**src/lrs_pkg.sv**
```systemverilog
// Shared types, constants and codes for the RGB LED strip serializer.
// No dependencies; every other file refers to it by scoped names.
package lrs_pkg;

    // default strip length and color layout
    localparam int LED_COUNT_DEF = 64;
    localparam int BITS_PER_LED  = 24;
    localparam int BIT_SEL_W     = $clog2(BITS_PER_LED);

    // register reset values
    localparam logic [7:0] PERIOD_RST    = 8'd29;
    localparam logic [7:0] ONE_HIGH_RST  = 8'd17;
    localparam logic [7:0] ZERO_HIGH_RST = 8'd9;
    localparam logic [7:0] LATCH_RST     = 8'd42;

    // request operation codes
    typedef enum logic [1:0] {
        OP_SET   = 2'd0,
        OP_START = 2'd1,
        OP_TICK  = 2'd2
    } op_t;

    // configuration register indexes
    typedef enum logic [1:0] {
        CFG_PERIOD    = 2'd0,
        CFG_ONE_HIGH  = 2'd1,
        CFG_ZERO_HIGH = 2'd2,
        CFG_LATCH     = 2'd3
    } cfg_idx_t;

    typedef logic [BITS_PER_LED-1:0] color_t;

    // input request payload
    typedef struct packed {
        logic [1:0] operation;
        logic [7:0] led_index;
        logic [7:0] red;
        logic [7:0] green;
        logic [7:0] blue;
        logic       show_after;
    } item_t;

    // result payload
    typedef struct packed {
        logic line_level;
        logic busy_res;
        logic frame_done;
    } result_t;

    // configuration register file
    typedef struct packed {
        logic [7:0] slot_period_minus_one;
        logic [7:0] one_high_ticks;
        logic [7:0] zero_high_ticks;
        logic [7:0] latch_slots;
    } cfg_t;

    // per-request status handed from the sequencer to the result stage
    typedef struct packed {
        logic                 drive;      // tick in a data slot of a written LED
        logic                 high_one;   // tick count below the one-bit high time
        logic                 high_zero;  // tick count below the zero-bit high time
        logic [BIT_SEL_W-1:0] bit_sel;    // bit of the color word for this slot
        logic                 busy;
        logic                 done;
    } slot_info_t;

endpackage

```
**src/lrs_color_mem.sv**
```systemverilog
// Color store: one 24-bit word per LED, one write and one read port.
// Read data is registered. Depends on lrs_pkg.
module lrs_color_mem #(
    parameter int LED_COUNT = lrs_pkg::LED_COUNT_DEF,
    parameter int IDX_W     = (LED_COUNT > 1) ? $clog2(LED_COUNT) : 1
) (
    input  logic                clk,
    input  logic                wr_en,
    input  logic [IDX_W-1:0]    wr_addr,
    input  lrs_pkg::color_t     wr_data,
    input  logic                rd_en,
    input  logic [IDX_W-1:0]    rd_addr,
    output lrs_pkg::color_t     rd_data
);

    lrs_pkg::color_t mem [LED_COUNT];
    lrs_pkg::color_t rd_data_reg;

    // write port
    always_ff @(posedge clk)
    begin
        if (wr_en)
        begin
            mem[wr_addr] <= wr_data;
        end
    end

    // registered read port, holds while not enabled
    always_ff @(posedge clk)
    begin
        if (rd_en)
        begin
            rd_data_reg <= mem[rd_addr];
        end
    end

    assign rd_data = rd_data_reg;

endmodule

```
**src/lrs_frame_ctrl.sv**
```systemverilog
// Frame sequencer: slot and tick counters, written flags, color store writes
// and read addressing. Depends on lrs_pkg.
module lrs_frame_ctrl #(
    parameter int LED_COUNT = lrs_pkg::LED_COUNT_DEF,
    parameter int IDX_W     = (LED_COUNT > 1) ? $clog2(LED_COUNT) : 1
) (
    input  logic                  clk,
    input  logic                  rst_n,
    input  logic                  accept,
    input  lrs_pkg::item_t        item,
    input  lrs_pkg::cfg_t         cfg,
    output logic                  wr_en,
    output logic [IDX_W-1:0]      wr_addr,
    output lrs_pkg::color_t       wr_data,
    output logic                  rd_en,
    output logic [IDX_W-1:0]      rd_addr,
    output lrs_pkg::slot_info_t   info
);

    localparam int DATA_SLOTS = LED_COUNT * lrs_pkg::BITS_PER_LED;
    localparam int SLOT_W     = $clog2(DATA_SLOTS + 256);
    localparam int PTR_W      = $clog2(LED_COUNT + 1);
    localparam int BW         = lrs_pkg::BIT_SEL_W;

    logic                 sending_reg,  sending_next;
    logic [SLOT_W-1:0]    slot_reg,     slot_next;
    logic [7:0]           tick_reg,     tick_next;
    logic [PTR_W-1:0]     led_ptr_reg,  led_ptr_next;
    logic [BW-1:0]        bit_ptr_reg,  bit_ptr_next;
    logic [LED_COUNT-1:0] written_reg,  written_next;

    logic              idx_ok;
    logic              is_set;
    logic              is_tick;
    logic              start_req;
    logic              data_slot;
    logic              slot_end;
    logic [SLOT_W-1:0] slot_inc;
    logic [SLOT_W-1:0] total_slots;
    logic              frame_end;

    // request decode
    assign idx_ok    = {1'b0, item.led_index} < 9'(LED_COUNT);
    assign is_set    = (item.operation == lrs_pkg::OP_SET) && idx_ok;
    assign is_tick   = (item.operation == lrs_pkg::OP_TICK) && sending_reg;
    assign start_req = (is_set && item.show_after) || (item.operation == lrs_pkg::OP_START);

    // slot bookkeeping
    assign data_slot   = slot_reg < SLOT_W'(DATA_SLOTS);
    assign slot_end    = tick_reg >= cfg.slot_period_minus_one;
    assign slot_inc    = slot_reg + SLOT_W'(1);
    assign total_slots = SLOT_W'(DATA_SLOTS) + SLOT_W'(cfg.latch_slots);
    assign frame_end   = slot_end && (slot_inc >= total_slots);

    // color store ports
    assign wr_en   = accept && is_set;
    assign wr_addr = item.led_index[IDX_W-1:0];
    assign wr_data = {item.green, item.red, item.blue};
    assign rd_en   = accept && is_tick && data_slot;
    assign rd_addr = led_ptr_reg[IDX_W-1:0];

    // counter and flag updates
    always_comb
    begin
        sending_next = sending_reg;
        slot_next    = slot_reg;
        tick_next    = tick_reg;
        led_ptr_next = led_ptr_reg;
        bit_ptr_next = bit_ptr_reg;
        written_next = written_reg;
        if (accept)
        begin
            if (is_set)
            begin
                written_next[item.led_index[IDX_W-1:0]] = 1'b1;
            end
            if (start_req && !sending_reg)
            begin
                sending_next = 1'b1;
                slot_next    = '0;
                tick_next    = '0;
                led_ptr_next = '0;
                bit_ptr_next = '0;
            end
            else if (is_tick)
            begin
                if (!slot_end)
                begin
                    tick_next = tick_reg + 8'd1;
                end
                else if (frame_end)
                begin
                    tick_next    = '0;
                    sending_next = 1'b0;
                    slot_next    = '0;
                    led_ptr_next = '0;
                    bit_ptr_next = '0;
                end
                else
                begin
                    tick_next = '0;
                    slot_next = slot_inc;
                    if (data_slot)
                    begin
                        if (bit_ptr_reg == BW'(lrs_pkg::BITS_PER_LED - 1))
                        begin
                            bit_ptr_next = '0;
                            led_ptr_next = led_ptr_reg + PTR_W'(1);
                        end
                        else
                        begin
                            bit_ptr_next = bit_ptr_reg + BW'(1);
                        end
                    end
                end
            end
        end
    end

    always_ff @(posedge clk or negedge rst_n)
    begin
        if (!rst_n)
        begin
            sending_reg <= 1'b0;
            slot_reg    <= '0;
            tick_reg    <= '0;
            led_ptr_reg <= '0;
            bit_ptr_reg <= '0;
            written_reg <= '0;
        end
        else
        begin
            sending_reg <= sending_next;
            slot_reg    <= slot_next;
            tick_reg    <= tick_next;
            led_ptr_reg <= led_ptr_next;
            bit_ptr_reg <= bit_ptr_next;
            written_reg <= written_next;
        end
    end

    // status for the result stage, taken with the request
    always_comb
    begin
        info.drive     = is_tick && data_slot && written_reg[rd_addr];
        info.high_one  = tick_reg < cfg.one_high_ticks;
        info.high_zero = tick_reg < cfg.zero_high_ticks;
        info.bit_sel   = BW'(lrs_pkg::BITS_PER_LED - 1) - bit_ptr_reg;
        info.busy      = sending_next;
        info.done      = is_tick && frame_end;
    end

endmodule

```
**src/rgb_led_strip_serializer.sv**
```systemverilog
// Top level of the RGB LED strip serializer: handshakes, configuration
// registers and result stage. Depends on lrs_pkg, lrs_frame_ctrl, lrs_color_mem.
//
//  channel  direction  handshake              payload
//  item     in         item_valid/item_stall  lrs_pkg::item_t
//  result   out        result_valid/stall     lrs_pkg::result_t
//  cfg      in         cfg_valid/cfg_ready    cfg_index, cfg_data
//
// One request per clock unless the result stalls; each result is registered,
// set by the registered read of the color store that feeds the line level.
// Reset clears counters, written flags and registers; color words need no
// clearing since an LED without its written flag never drives the line.
// A stalled result holds the result stage and stalls the item channel.
module rgb_led_strip_serializer #(
    parameter int LED_COUNT = lrs_pkg::LED_COUNT_DEF
) (
    input  logic               clk,
    input  logic               rst_n,
    input  logic               item_valid,
    output logic               item_stall,
    input  lrs_pkg::item_t     item,
    output logic               result_valid,
    input  logic               result_stall,
    output lrs_pkg::result_t   result,
    input  logic               cfg_valid,
    output logic               cfg_ready,
    input  logic [1:0]         cfg_index,
    input  logic [7:0]         cfg_data
);

    localparam int IDX_W = (LED_COUNT > 1) ? $clog2(LED_COUNT) : 1;

    lrs_pkg::cfg_t        cfg_reg;
    lrs_pkg::slot_info_t  info;
    lrs_pkg::slot_info_t  info_reg;
    logic                 valid_reg;
    logic                 accept;
    logic                 wr_en;
    logic [IDX_W-1:0]     wr_addr;
    lrs_pkg::color_t      wr_data;
    logic                 rd_en;
    logic [IDX_W-1:0]     rd_addr;
    lrs_pkg::color_t      rd_data;
    logic                 color_bit;

    // handshake
    assign item_stall = valid_reg && result_stall;
    assign accept     = item_valid && !item_stall;
    assign cfg_ready  = 1'b1;

    // configuration registers
    always_ff @(posedge clk or negedge rst_n)
    begin
        if (!rst_n)
        begin
            cfg_reg.slot_period_minus_one <= lrs_pkg::PERIOD_RST;
            cfg_reg.one_high_ticks        <= lrs_pkg::ONE_HIGH_RST;
            cfg_reg.zero_high_ticks       <= lrs_pkg::ZERO_HIGH_RST;
            cfg_reg.latch_slots           <= lrs_pkg::LATCH_RST;
        end
        else if (cfg_valid && cfg_ready)
        begin
            case (lrs_pkg::cfg_idx_t'(cfg_index))
                lrs_pkg::CFG_PERIOD:    cfg_reg.slot_period_minus_one <= cfg_data;
                lrs_pkg::CFG_ONE_HIGH:  cfg_reg.one_high_ticks        <= cfg_data;
                lrs_pkg::CFG_ZERO_HIGH: cfg_reg.zero_high_ticks       <= cfg_data;
                lrs_pkg::CFG_LATCH:     cfg_reg.latch_slots           <= cfg_data;
                default:                cfg_reg                       <= cfg_reg;
            endcase
        end
    end

    lrs_frame_ctrl #(
        .LED_COUNT (LED_COUNT),
        .IDX_W     (IDX_W)
    ) u_ctrl (
        .clk     (clk),
        .rst_n   (rst_n),
        .accept  (accept),
        .item    (item),
        .cfg     (cfg_reg),
        .wr_en   (wr_en),
        .wr_addr (wr_addr),
        .wr_data (wr_data),
        .rd_en   (rd_en),
        .rd_addr (rd_addr),
        .info    (info)
    );

    lrs_color_mem #(
        .LED_COUNT (LED_COUNT),
        .IDX_W     (IDX_W)
    ) u_mem (
        .clk     (clk),
        .wr_en   (wr_en),
        .wr_addr (wr_addr),
        .wr_data (wr_data),
        .rd_en   (rd_en),
        .rd_addr (rd_addr),
        .rd_data (rd_data)
    );

    // result stage valid
    always_ff @(posedge clk or negedge rst_n)
    begin
        if (!rst_n)
        begin
            valid_reg <= 1'b0;
        end
        else if (!item_stall)
        begin
            valid_reg <= item_valid;
        end
    end

    // result stage status, aligned with the color read
    always_ff @(posedge clk)
    begin
        if (accept)
        begin
            info_reg <= info;
        end
    end

    // line level from the color bit of the current slot
    assign color_bit = rd_data[info_reg.bit_sel];

    always_comb
    begin
        result.line_level = info_reg.drive &&
                            (color_bit ? info_reg.high_one : info_reg.high_zero);
        result.busy_res   = info_reg.busy;
        result.frame_done = info_reg.done;
    end

    assign result_valid = valid_reg;

endmodule

```
**config.mk**
```make
export PLATFORM = sky130hd
export DESIGN_NAME = rgb_led_strip_serializer
export DESIGN_NICKNAME = d
export VERILOG_FILES = /design/src/lrs_pkg.sv /design/src/lrs_color_mem.sv /design/src/lrs_frame_ctrl.sv /design/src/rgb_led_strip_serializer.sv
export SDC_FILE = /design/constraint.sdc
export NUM_CORES = 2
export LEC_CHECK = 0
export ABC_AREA = 1
export BUFFER_PORTS_ARGS = -buffer_cell sky130_fd_sc_hd__buf_2
export CAP_MARGIN = 20
export CORE_ASPECT_RATIO = 1.25
export CORE_UTILIZATION = 32
export DETAILED_ROUTE_END_ITERATION = 8
export PLACE_DENSITY = 0.53
export SYNTH_ARGS = -nofsm -noshare
export SYNTH_HDL_FRONTEND = slang
export SYNTH_HIERARCHICAL = 1
export SYNTH_SLANG_ARGS = --single-unit
```
**constraint.sdc**
```tcl
create_clock -name clk -period 6.3 [get_ports clk]
set_input_delay 0.945 -clock clk [delete_from_list [all_inputs] [get_ports clk]]
set_output_delay 0.945 -clock clk [all_outputs]
set_load 0.03 [all_outputs]
```
==> results.md <==
* Status: completed
* Register area share after synthesis at 0.712
* Tot GR Track Use at 0.175
* # DRC at 0
* Fraction of registers with async set or reset after synthesis at 0.0754
* P&R area growth vs syn at 12.0%
* Worst setup EP type: output pin
* Pleak at between 20 and 30 nW
* Yosys top cell area share at 0.667
* Global placer's final weighted congestion at 0.855
* F_max at 250 MHz
* Crit-path max FO at 13
* Ys Warns at 6
* Slew @ Worst Pin at 1.11 ns
* Drt initial violations at 4542
* Nets at 6188
* Post-CTS Setup Inserts at 0
* P_int at 18.8 mW
* Cells after Synth at 6129
* CTS root buf: clkbuf_16
* Post-place setup slack at 2.31 ns
* Max-Cap Viols at 0
* First-pass GRT wire length at 293000 um
* #FFs+latches synth at 1698
* Post-synth top flop: edfxtp_1
* Share of layout cells above drive strength 1 at 0.0875
* Worst skew pair latency at 0.84 ns
* Worst-path clk slew at 0.05 ns
* Die Ht at 527 um
* Netlist cell types at 47
* DRT Pass-1 Iters at 6
* Mapped Nets at 6214
* Crit path DAT at 3.06 ns
* Hold buffers post-CTS at 0
* Slew Limit Fails at 0
* Total gr overflow at 0
* Synth area leader: edfxtp_1
* Count of final setup violators at 0
* Seq pwr share at 0.487
* Synth Area per Inst at roughly 12 um^2
* CP startpoint kind: flip-flop
* Slowest Stage Delay on Critical Path at 0.75 ns
* Ports at 56
* Number of global-route vias before repair at 43.7k
* Sw frac at 0.272
* PwrDens at 327 nW/um^2
* Commonest cells post-synth: 2103 x nand2_1, 1570 x edfxtp_1, 1383 x nand3_1
* Top cells by area, synth: edfxtp_1 67%, nand2_1 11%, nand3_1 9.8%, dfrtp_1 4.1%, buf_2 1.2%
* Total CTS buffers at 176
* Post-layout min period at 4.00 ns
* RSZ-0062 raised after global routing: no
* Port buffer count at 54
* Worst-path cell chain: inv_2, nand2_1, nand3_1, nand3_1, nand3_1, nand2_1, inv_1, nor2_1, nor2_1, nor2_1, buf_2
* Synth Cell Area at 70700 um^2
* Cts repair resizes at 0
* Top Layer Used: met4
* Hold WC Path Type: in -> async
* Die area at 223000 um^2
* Logic pwr share at 0.130
* Total Neg Setup Slack at 0 ns
* Core Area at 219000 um^2
* Setup WS post-layout at 2.30 ns
* WL met1 at 84800 um
* Worst slew margin at 0.254
* Worst path slowest cell: edfxtp_1
* Met2 wire length at 94200 um
* Largest net degree at the start of global routing at 164
* Routed wl met3 at 12700 um
* Initial Utilization at 0.322
* Antenna viol nets, final at 0
* Row cnt at 192
* Top-count cell post-synth: nand2_1
* Sink Count at ~1.7k
* Net Sw Power at 7.03 mW
* Clock share of power at 0.383
* Final Hold Vio Count at 0
* Clock Skew at roughly 0.025 ns
* Post-synth EDFFs at 1570
* TritonCTS clock tree: done
* Max reg flops at 1536
* DP HPWL at 108000 um
* Die width at between 400 and 500 um
* Max rail drop VDD at 0.301 mV
* Initial antenna violation count at 1
* Worst path required time at roughly 5.4 ns
* Final WL at roughly 200000 um
* H-tree levels at 4
* Critical path type: reg -> out
* Crit share post-route at 0.635
* Clock Path Buffers at 3
* Tot Pwr at 25.9 mW
* Via density at 5.00
* Routed length per instance at 21.8 um
* DR vias at 45.7k
## final timing paths
| kind | cells past startpoint | endpoint | slack, ns | start |
|---|---|---|---|---|
| setup / recovery | 11 | result[2] | 2.30 | info_reg[2] |
| min in group clk | 3 | result_valid | 0.37 | item_valid |
| hold reg to reg | 2 | u_ctrl/written_reg[36] | 0.45 | u_ctrl/written_reg[36] |
| setup reg to reg | 6 | u_mem/rd_data[15] | 2.71 | u_ctrl/led_ptr_reg[3] |
| max in group asynchronous | 2 | u_ctrl/written_reg[40] | 4.74 | rst_n |
| hold / removal | 1 | u_ctrl/sending_reg | 0.23 | rst_n |
## layout make-up
class	instances	area, um^2
fillers	21300	140000
flip-flops and latches	1698	50400
multi-input cells	3878	17600
clock buffers	224	4690
well taps	2910	3640
repair buffers	190	1500
clock inverters	94	729
inverters	159	632
diodes	2	5.00
## cell usage in the layout, fill, tap and decap left out, types with 4 or more instances in the layout
cell / synthesis / routed
clkinv_16: 0 / 4
ha_1: 35 / 35
buf_12: 0 / 13
a21oi_1: 29 / 29
nor3_1: 6 / 5
dfstp_2: 11 / 11
nand2_2: 12 / 12
dfrtp_1: 117 / 112
buf_4: 67 / 118
buf_8: 4 / 6
nor2_4: 4 / 4
nand2_1: 2103 / 2103
nor4_2: 0 / 8
buf_2: 175 / 53
clkinv_1: 1 / 52
o21ai_1: 7 / 7
clkbuf_1: 73 / 42
nor2_1: 93 / 37
nor2_2: 2 / 58
clkbuf_16: 0 / 180
nand4_1: 20 / 20
o2111ai_1: 16 / 16
inv_2: 7 / 6
dfrtp_4: 0 / 4
o21bai_1: 32 / 32
bufinv_16: 0 / 5
o21ai_0: 84 / 84
clkinv_2: 0 / 24
edfxtp_1: 1570 / 1570
inv_1: 149 / 147
xor2_1: 10 / 10
a21o_1: 4 / 4
nand3_1: 1383 / 1383
o21ai_2: 4 / 4
clkinv_8: 0 / 5
## worst max-delay path: cells and delay by family (launching register included)
kind          cells  cell delay (ns)
simple gates      8             0.97
buf+inv           3             0.51
flops             1             0.75
## cells by family after synthesis
kind of cell               synth area share
other                             0.0000530
and+or+nand+nor                       0.222
xor gates and xnor gates            0.00161
adders and majority gates           0.00619
AOI/OAI and AO/OA                    0.0163
buffers and inverters                0.0417
DFF                                   0.712
## stage by stage
stage	cells	utilization	hold slack [ns]	area, um^2
2_1_floorplan	6129	-	0.424	70700
3_3_place_gp	8829	0.336	0.437	73600
3_5_place_dp	8833	0.336	0.442	73700
4_1_cts	9151	0.361	0.213	79100
5_1_grt	9153	0.361	0.277	79100
6_report	9155	0.361	0.226	79200
## metal layers
| metal | GRT usage | up-vias |
|---|---|---|
| li1 | - | 21300 |
| met1 | 0.236 | 22600 |
| met2 | 0.285 | 1547 |
| met3 | 0.0255 | 298 |
| met4 | 0.0703 | 0 |
| met5 | 0 | - |
## power by group through the flow
stage / clock, mW / sequential, mW / combinational (mW)
4_1_cts: 10.1 / 12.6 / 3.39
5_1_grt: 10.5 / 12.6 / 3.74
3_5_place_dp: 0 / 12.8 / 3.37
3_3_place_gp: 0 / 12.8 / 3.32
2_1_floorplan: 0 / 12.8 / 2.44
6_report: 9.89 / 12.6 / 3.36
Note: power is estimated with default switching activity, not from simulation.
